## src/rtl/wcfb_pkg.sv

```systemverilog
package wcfb_pkg;

    localparam logic [7:0]  FRAME_SYNC  = 8'hFF;
    localparam logic [7:0]  FRAME_CMD   = 8'h07;
    localparam logic [7:0]  FRAME_PAD   = 8'h00;
    localparam logic [15:0] CRC_POLY    = 16'hA001;
    localparam logic [15:0] CRC_INIT    = 16'hFFFF;

    localparam logic [7:0]  DIR_FORWARD  = 8'b0101_0000;
    localparam logic [7:0]  DIR_BACKWARD = 8'b0000_0000;
    localparam logic [7:0]  DIR_LEFT     = 8'b0001_0000;
    localparam logic [7:0]  DIR_RIGHT    = 8'b0100_0000;
    localparam logic [7:0]  DIR_NONE     = 8'b0101_0000;

    localparam int unsigned IDX_W = 4;

    localparam logic [IDX_W-1:0] IDX_SYNC    = 4'd0;
    localparam logic [IDX_W-1:0] IDX_CMD     = 4'd1;
    localparam logic [IDX_W-1:0] IDX_LEFT    = 4'd2;
    localparam logic [IDX_W-1:0] IDX_PAD0    = 4'd3;
    localparam logic [IDX_W-1:0] IDX_RIGHT   = 4'd4;
    localparam logic [IDX_W-1:0] IDX_PAD1    = 4'd5;
    localparam logic [IDX_W-1:0] IDX_DIR     = 4'd6;
    localparam logic [IDX_W-1:0] IDX_CRC_LO  = 4'd7;
    localparam logic [IDX_W-1:0] IDX_CRC_HI  = 4'd8;

    typedef struct packed {
        logic              go_forward;
        logic              go_backward;
        logic              turn_left;
        logic              turn_right;
        logic signed [7:0] front_ir_count;
        logic signed [7:0] rear_ir_count;
    } t_in;

    typedef struct packed {
        logic [7:0] frame_byte;
        logic       last_byte;
    } t_out;

    typedef struct packed {
        logic [7:0] left_speed;
        logic [7:0] right_speed;
        logic [7:0] dir;
    } t_frame;

    function automatic logic [15:0] crc_byte(input logic [15:0] crc_in,
                                             input logic [7:0]  data);
        logic [15:0] c;
        c = crc_in ^ {8'h00, data};
        for (int b = 0; b < 8; b++) begin
            if (c[0]) begin
                c = (c >> 1) ^ CRC_POLY;
            end else begin
                c = c >> 1;
            end
        end
        return c;
    endfunction

endpackage

```

## src/rtl/wheel_command_frame_builder.sv

```systemverilog
// Channel   Direction  Handshake                 Payload
// in        sink       i_in_valid / o_in_stall    wcfb_pkg::t_in
// out       source     o_out_valid / i_out_stall  wcfb_pkg::t_out
// cfg       sink       i_cfg_wr_en                i_cfg_wr_data (speed)
//
// Each request beat yields nine output beats, one per cycle unless the output stalls, from
// the single byte serializer. A request passes the hold and frame registers before output.
// The CRC advances one frame byte per unstalled cycle as bytes leave the serializer.
// Reset clears speed and all valid/state flags. Output stall holds the serializer;
// one request is buffered while a frame is in flight.
module wheel_command_frame_builder (
    input  logic           i_clk,
    input  logic           i_rst_n,
    input  logic           i_in_valid,
    output logic           o_in_stall,
    input  wcfb_pkg::t_in  i_in,
    output logic           o_out_valid,
    input  logic           i_out_stall,
    output wcfb_pkg::t_out o_out,
    input  logic           i_cfg_wr_en,
    input  logic [7:0]     i_cfg_wr_data
);
    import wcfb_pkg::*;

    logic [7:0]       r_speed;
    logic             r_hold_valid, n_hold_valid;
    t_frame           r_hold, n_hold;
    logic             r_active, n_active;
    logic [IDX_W-1:0] r_idx, n_idx;
    t_frame           r_frame, n_frame;
    logic [15:0]      r_crc, n_crc;
    logic             r_out_valid, n_out_valid;
    t_out             r_out, n_out;

    t_frame     in_frame;
    logic       drive;
    logic [7:0] half;
    logic       advance;
    logic       accept;
    logic [7:0] cur_byte;
    logic       frame_end;

    assign o_in_stall  = r_hold_valid;
    assign o_out_valid = r_out_valid;
    assign o_out       = r_out;

    assign accept  = i_in_valid && !r_hold_valid;
    assign advance = !r_out_valid || !i_out_stall;
    assign half    = {1'b0, r_speed[7:1]};
    assign drive   = (i_in.go_forward  && (i_in.front_ir_count > 8'sd0)) ||
                     (i_in.go_backward && (i_in.rear_ir_count  > 8'sd0));

    always_comb begin
        priority if (drive && i_in.turn_right) begin
            in_frame.left_speed  = r_speed;
            in_frame.right_speed = half;
        end else if (drive && i_in.turn_left) begin
            in_frame.left_speed  = half;
            in_frame.right_speed = r_speed;
        end else if (drive || i_in.turn_left || i_in.turn_right) begin
            in_frame.left_speed  = r_speed;
            in_frame.right_speed = r_speed;
        end else begin
            in_frame.left_speed  = 8'h00;
            in_frame.right_speed = 8'h00;
        end
        priority if (i_in.go_forward) begin
            in_frame.dir = DIR_FORWARD;
        end else if (i_in.go_backward) begin
            in_frame.dir = DIR_BACKWARD;
        end else if (i_in.turn_left) begin
            in_frame.dir = DIR_LEFT;
        end else if (i_in.turn_right) begin
            in_frame.dir = DIR_RIGHT;
        end else begin
            in_frame.dir = DIR_NONE;
        end
    end

    always_comb begin
        unique case (r_idx)
            IDX_SYNC:   cur_byte = FRAME_SYNC;
            IDX_CMD:    cur_byte = FRAME_CMD;
            IDX_LEFT:   cur_byte = r_frame.left_speed;
            IDX_PAD0:   cur_byte = FRAME_PAD;
            IDX_RIGHT:  cur_byte = r_frame.right_speed;
            IDX_PAD1:   cur_byte = FRAME_PAD;
            IDX_DIR:    cur_byte = r_frame.dir;
            IDX_CRC_LO: cur_byte = r_crc[7:0];
            IDX_CRC_HI: cur_byte = r_crc[15:8];
            default:    cur_byte = FRAME_PAD;
        endcase
    end

    assign frame_end = (r_idx == IDX_CRC_HI);

    always_comb begin
        n_hold_valid = r_hold_valid;
        n_hold       = r_hold;
        n_active     = r_active;
        n_idx        = r_idx;
        n_frame      = r_frame;
        n_crc        = r_crc;
        n_out_valid  = r_out_valid;
        n_out        = r_out;

        if (advance) begin
            n_out_valid = r_active;
            n_out.frame_byte = cur_byte;
            n_out.last_byte  = frame_end;
            if (r_active) begin
                n_idx = r_idx + 4'd1;
                if (r_idx == IDX_SYNC) begin
                    n_crc = CRC_INIT;
                end else if (r_idx != IDX_CRC_LO && r_idx != IDX_CRC_HI) begin
                    n_crc = crc_byte(r_crc, cur_byte);
                end
            end
            if (!r_active || frame_end) begin
                n_active = r_hold_valid;
                n_idx    = IDX_SYNC;
                n_frame  = r_hold;
                if (r_hold_valid) begin
                    n_hold_valid = 1'b0;
                end
            end
        end

        if (accept) begin
            n_hold_valid = 1'b1;
            n_hold       = in_frame;
        end
    end

    always_ff @(posedge i_clk) begin
        if (!i_rst_n) begin
            r_speed      <= 8'h00;
            r_hold_valid <= 1'b0;
            r_active     <= 1'b0;
            r_idx        <= IDX_SYNC;
            r_out_valid  <= 1'b0;
        end else begin
            if (i_cfg_wr_en) begin
                r_speed <= i_cfg_wr_data;
            end
            r_hold_valid <= n_hold_valid;
            r_active     <= n_active;
            r_idx        <= n_idx;
            r_out_valid  <= n_out_valid;
        end
    end

    always_ff @(posedge i_clk) begin
        r_hold  <= n_hold;
        r_frame <= n_frame;
        r_crc   <= n_crc;
        r_out   <= n_out;
    end

endmodule
```

## config.mk

```make
export PLATFORM = sky130hd
export DESIGN_NAME = wheel_command_frame_builder
export DESIGN_NICKNAME = d
export VERILOG_FILES = /design/src/rtl/wcfb_pkg.sv /design/src/rtl/wheel_command_frame_builder.sv
export SDC_FILE = /design/constraint.sdc
export NUM_CORES = 1
export LEC_CHECK = 0
export BUFFER_PORTS_ARGS = -buffer_cell sky130_fd_sc_hd__buf_2
export CAP_MARGIN = 10
export CORE_ASPECT_RATIO = 0.75
export CORE_MARGIN = 2
export CORE_UTILIZATION = 55
export DETAILED_ROUTE_END_ITERATION = 7
export GPL_ROUTABILITY_DRIVEN = 0
export GPL_TIMING_DRIVEN = 0
export PLACE_DENSITY = 0.77
export SYNTH_ARGS = -nofsm -noshare
export SYNTH_HDL_FRONTEND = slang
export SYNTH_SLANG_ARGS = --single-unit
```

## constraint.sdc

```tcl
create_clock -name i_clk -period 5.45 [get_ports i_clk]
set_clock_uncertainty 0.05 [all_clocks]
set_input_delay 0.2725 -clock i_clk [delete_from_list [all_inputs] [get_ports i_clk]]
set_output_delay 0.2725 -clock i_clk [all_outputs]
set_load 0.1 [all_outputs]
```

# [Yosys cells after proc, flatten, opt, wreduce, memory -nomap -nowiden]
# Index checks and enable logic that the tools add are counted.
[op_classes] n_reduce_logical=25 bitwise=9 order_cmp=2 add_sub_neg=1 eq_ne=8 n_mux=49
[ops] operator="2-to-1 mux 16 bit" n=40
[ops] operator="one-hot mux 8 bit (7 select lines)" n=1
[ops] operator="inverter 2 -> 3 bit" n=8
[ops] operator="greater-than comparator 8 x 1 -> 1 bit (second input constant)" n=2
[ops] operator="bitwise XOR 16 x 8 -> 16 bit" n=1
[ops] operator="2-to-1 mux 7 bit" n=2
[ops] operator="equality test 4 x 3 -> 1 bit (second input constant)" n=3
[ops] operator="2-to-1 mux 4 bit" n=2
[ops] operator="nonzero test 2 bit" n=4
[ops] operator="logical AND 1 bit" n=6
[ops] operator="AND reduction 2 bit" n=3
[ops] operator="logical OR 1 bit" n=5
[ops] operator="2-to-1 mux 5 bit" n=1
[ops] operator="adder 4 x 1 -> 4 bit (second input constant)" n=1
[ops] operator="equality test 4 x 1 -> 1 bit (second input constant)" n=1
[ops] operator="equality test 4 x 2 -> 1 bit (second input constant)" n=1
[ops] operator="equality test 4 bit (second input constant)" n=1
[ops] operator="logical NOT 1 bit" n=4
[ops] operator="logical NOT 4 bit" n=1
[ops] operator="!= test 4 x 3 -> 1 bit (second input constant)" n=1
[ops] operator="!= test 4 bit (second input constant)" n=1
[ops] operator="2-to-1 mux 1 bit" n=3
[ops] operator="AND reduction 3 bit" n=1
[ops] operator="OR reduction 3 bit" n=1
[word_totals] ff_bits=88 in_bits=33 out_inout_bits=11

# [Logic depth before layout (Yosys ltp)]
[logic_depth] depth_word=48 ltp_mapped=12

# [Worst setup path before layout]
# No wires, ideal clock.
[synth_timing] path_kind="register to register" startpoint="register r_idx[0]" endpoint="register r_crc[15], data pin" path_buffers=1 slack_ps=2324 synth_period_minus_slack_ps=3126 stages_incl_launch_ff=13 arrival_ps=2815 setup_ps=260 required_ps=5140 path_cell_list="dfxtp_1 > inv_1 > ha_1 > buf_6 > nor2b_4 > nand2_4 > inv_2 > a32o_1 > a311oi_2 > mux2i_1 > xnor3_1 > xnor2_2 > mux2_4"
[synth_via] elab_chain_len=41 word_cells_on_any_way=53
[synth_rtl] item="start, declared" line_no="wheel_command_frame_builder.sv:29" source="logic [IDX_W-1:0] r_idx, n_idx;"
[synth_rtl] item="start signal, assigned" line_no="wheel_command_frame_builder.sv:148" source="r_idx <= n_idx;"
[synth_rtl] item="equality test 4 bit (*)"
[synth_rtl] item="named net frame_end" line_no="wheel_command_frame_builder.sv:41" source="logic frame_end;"
[synth_rtl] item="one-hot mux 8 bit (7 select lines) (*)" line_no="wheel_command_frame_builder.sv:81" source="unique case (r_idx)"
[synth_rtl] item="bitwise XOR 16 x 8 -> 16 bit (*)" line_no="wcfb_pkg.sv:50" source="c = crc_in ^ {8'h00, data};"
[synth_rtl] item="2-to-1 mux 16 bit (*)" line_no="wcfb_pkg.sv:52" source="if (c[0]) begin"
[synth_rtl] item="2-to-1 mux 16 bit (*)" line_no="wheel_command_frame_builder.sv:115" source="end else if (r_idx != IDX_CRC_LO && r_idx != IDX_CRC_HI) begin"
[synth_rtl] item="2-to-1 mux 16 bit (*)" line_no="wheel_command_frame_builder.sv:113" source="if (r_idx == IDX_SYNC) begin"
[synth_rtl] item="2-to-1 mux 16 bit (*)" line_no="wheel_command_frame_builder.sv:111" source="if (r_active) begin"
[synth_rtl] item="[... 26 more ...]"
[synth_rtl] item="inverter 2 -> 3 bit (no line) or 2-to-1 mux 16 bit (tied branches)"
[synth_rtl] item="2-to-1 mux 16 bit (*)" line_no="wcfb_pkg.sv:52"
[synth_rtl] item="2-to-1 mux 16 bit (*)" line_no="wheel_command_frame_builder.sv:115"
[synth_rtl] item="2-to-1 mux 16 bit (*)" line_no="wheel_command_frame_builder.sv:113"
[synth_rtl] item="2-to-1 mux 16 bit (*)" line_no="wheel_command_frame_builder.sv:111"
[synth_rtl] item="2-to-1 mux 16 bit (*)" line_no="wheel_command_frame_builder.sv:107" source="if (advance) begin"
[synth_rtl] item="2-to-1 mux 16 bit (*)" line_no="wcfb_pkg.sv:52"
[synth_rtl] item="2-to-1 mux 16 bit (*)" line_no="wheel_command_frame_builder.sv:115"
[synth_rtl] item="end signal, assigned" line_no="wheel_command_frame_builder.sv:156" source="r_crc <= n_crc;"
[synth_rtl] item="end, declared" line_no="wheel_command_frame_builder.sv:31" source="logic [15:0] r_crc, n_crc;"
# The timed path passes the listed nets; every way through them passes the cells marked *. The select of a mux whose other input is x is not followed.
# A chain may end at the register's enable or synchronous reset.

# [Worst setup path after layout]
# Same ends and word-level chain as after synthesis.

==> run summary <==
The slowest stage of the critical path is the xnor3_1 cell. The number of buffers inserted by hold repair at cts came out at 0. The net count of the finished layout is 376. The run gives 2377 as the number of global-route vias before repair. The launching element type of the critical path is a flop.

The top cell types in the final layout, fill and taps aside, are 61 x edfxtp_1, 43 x buf_2, 28 x nand2_1. After detailed placement, the total cell area comes to 3976 µm². The critical path buffer and inverter count is 3, and the number of standard cells after synthesis is 284. Clock tree synthesis selected as its root buffer the cell clkbuf_8. Input and output buffers added on the ports amount to 42.

The fraction of the cycle the final worst path needs came out at 64.63%. The setup check on the worst reg-to-reg path leaves a slack of 1.93 ns. In the final routed layout, each cell accounts on average for 17.03 µm. Sorting the synthesized cells by area gives the leading types as edfxtp_1 51%, dfxtp_1 8.3%, a22o_1 5.8%. For this run, the number of Yosys warnings is 0. STA classifies the critical path endpoint as a flop.

For the worst setup path, the data required time is 5.50 ns. The footprint of the multi-input gates was 1406 µm². The die outline width came out at 97.77 µm. For the maximum number of pins on one net before global-route repair, the log shows 20. Setup repair after global routing left no endpoint under its margin. Across the run, the number of max-cap violations was 0. Adding up every negative setup slack in the final design gives 0 ns. For this design the top-level I/O count stands at 44. The tools report the post-detailed-routing wire length as 7238 µm. The sequential cells in the finished layout cover a total of 2132 µm². The synthesized design spends more area on one cell type than any other, namely edfxtp_1. Number of vias per cell after detailed routing: 5.640. The run gives 9 as the number of CTS-inserted buffers.

The signal on the critical path passes through inv_1 > ha_1 > buf_6 > nor2b_4 > nand2_4 > inv_2 > a32o_1 > a311oi_2 > mux2i_1 > xnor3_1 > xnor2_2 > mux2_4. Once the clock tree was built, the resizer swapped 0 gates to a different size. Global-route wire length before repair: 11750 µm. The filler cells instantiated in the layout total 480.

After clock tree synthesis, the setup repair step added 0 buffers. The number of antenna violations at the first check in global routing was 0. Setup violations remaining at the end of the flow were counted as 0. The per-instance average area after synthesis was 12.77 µm².

Category of cells accounting for the largest share of critical-path delay: XOR/XNOR gates. TritonCTS built the clock tree. For this run, the register share of the synthesized area comes to 58.78%. In this run the power density over the cells is 353.5 nW/µm².

The tree built by TritonCTS fans out to 76 sinks. Of the post-synthesis cell area, the dominant cell type holds 50.50%. The cell area that synthesis handed to floorplanning was 3627 µm².

At the pin with the least slew margin, the transition time is 0.8979 ns. The flow ran to the end, and the final reports show no timing, DRC or antenna violations. Of all nets on the critical path, the largest fanout is 9. The core area was 6350 µm²; the highest clock rate was 0.2839 GHz. The share of layout cells above drive strength 1 was 21.80%; the post-route standard cell area excluding fillers was 4242 µm². The largest single stage delay on the critical path is 0.54 ns. The run gives 0 as the number of failing hold endpoints at the final stage. For this design the static power due to leakage is 0.001634 µW. In this run the deepest clock path goes through 2 buffers. The startpoint identified for the worst hold timing path is i_in_valid. For this configuration, the core starts out at a cell density of 57.12%. The antenna diode count is 0, and the die outline height is 74.33 µm. The total overflow left after global routing is 0.

The fraction of registers with async set/reset was 0%. The overall via count from detail_route was 2397. The final number of max-transition violations came out at 0.

After clock tree synthesis, the clock-pin slew on the worst setup and hold paths is 0.08 ns. Subtracting the final worst setup slack from the clock period gives 3.523 ns. For this run, the leading register cell type out of synthesis is edfxtp_1.

The tools report the worst setup path startpoint as r_idx[0]. In this run, synthesis inferred 61 flip-flops with an integrated enable. The worst IR drop on VDD is 0.2166 mV, and the headroom to the max-slew limit is 39.87%. The tools report the placed wire-length estimate after detailed placement as 5259 µm.

In this run the critical register-to-register path is launched from r_idx[0]. The first detailed-routing pass took 4 iterations. The clock latency on the worst-skew pair was 0.35 ns. The number of nets still failing antenna checks after routing is 0, and the flop and latch count out of synthesis is 76. The library cell used most frequently in the layout, excluding fill and tap cells, is edfxtp_1.

The net count of the mapped netlist is 321, and the total routing resource utilization after global routing is 21.67%. Once layout is complete, the utilization of the core stands at 66.80%. For the initial detailed-routing violation count, the log shows 203. The arrival time reported for the critical path endpoint is 3.57 ns. The worst setup path is of the reg -> reg kind. The floorplan has 25 rows. The number of remaining DRC errors is 0. The floorplan step defined a die boundary enclosing 7267 µm². The worst min-delay path category was in -> reg.

The run gives 3 as the number of H-tree branching levels. The signed area change from the synthesized netlist to the final layout is 16.94%, and the number of distinct standard cells referenced by the synthesized netlist is 57.
==> worst register-to-register path, cell delays in order, from the launching register on <==
cell	delay, ns
dfxtp_1	0.39
inv_1	0.11
ha_1	0.22
buf_6	0.14
nor2b_4	0.15
nand2_4	0.09
inv_2	0.07
a32o_1	0.23
a311oi_2	0.28
mux2i_1	0.44
xnor3_1	0.54
xnor2_2	0.24
mux2_4	0.32
==> report_power, final <==
part           internal [µW]  total, µW  switching (µW)
sequential               682        704            22.0
clock                    364        562             199
combinational           89.3        233             143
total                   1140       1500             364
==> metal layers <==
layer  global-route usage [%]  vias to the layer above  wire [µm]
li1                         -                     1162          -
met1                    28.16                     1154       3311
met2                    35.17                       72       3437
met3                    6.015                        9        404
met4                    9.259                        0         85
met5                        0                        -          0
==> through the flow <==
step / worst slack [ns] / hold WS [ns] / power (µW) / instances
after floorplan: 2.324 / 0.3503 / 889.6 / 284
after global placement: 2.033 / 0.3513 / 936.6 / 407
after detailed placement: 1.982 / 0.3545 / 948.9 / 409
after CTS: 1.958 / 0.09554 / 1506 / 425
after global routing: 1.772 / 0.1194 / 1550 / 425
final: 1.927 / 0.1027 / 1499 / 425
==> area by class of cell <==
type | instances | share of cell area [%]
Buffer | 14 | 1.652
Clock buffer | 12 | 3.422
Clock inverter | 4 | 2.832
Inverter | 8 | 0.7080
Multi-Input combinational cell | 186 | 33.16
Sequential cell | 76 | 50.27
Tap cell | 81 | 2.389
Timing Repair Buffer | 44 | 5.575
==> cells by family after synthesis <==
family,Yosys count,share of synthesized area [%]
AND/OR/NAND/NOR,86,13.18
flip-flops,76,58.78
AO/OA/AOI/OAI,63,13.56
buffers and inverters,22,2.759
XOR/XNOR,18,5.726
multiplexers,15,4.622
adder cells (fa/ha/maj),4,1.380
==> cell usage after synthesis, types with 6 or more instances <==
master,instances
a21oi_1,8
nand2_1,28
xnor2_1,8
dfxtp_1,15
o21ai_0,6
nor2b_1,12
inv_1,6
xor2_1,6
nand2b_1,9
edfxtp_1,61
clkbuf_1,10
a22o_1,24
nor2_1,7
mux2i_1,13
==> worst paths after layout <==
| check | depth (start not counted) | to |
|---|---|---|
| worst min-delay path | 2 | o_in_stall |
| worst max-delay path | 12 | r_crc[15] |
| worst max register to register | 12 | r_crc[15] |
| worst min register to register | 0 | r_frame[20] |
==> registers in the layout, summed over array words and instances (netlist names) <==
| name | count |
|---|---|
| r_hold | 18 |
| o_out | 9 |
| r_crc | 16 |
| r_speed | 8 |
| r_frame | 18 |
| r_active | 1 |
| o_out_valid | 1 |
| o_in_stall | 1 |
| r_idx | 4 |
No activity file was read; power rests on OpenSTA's default activity.
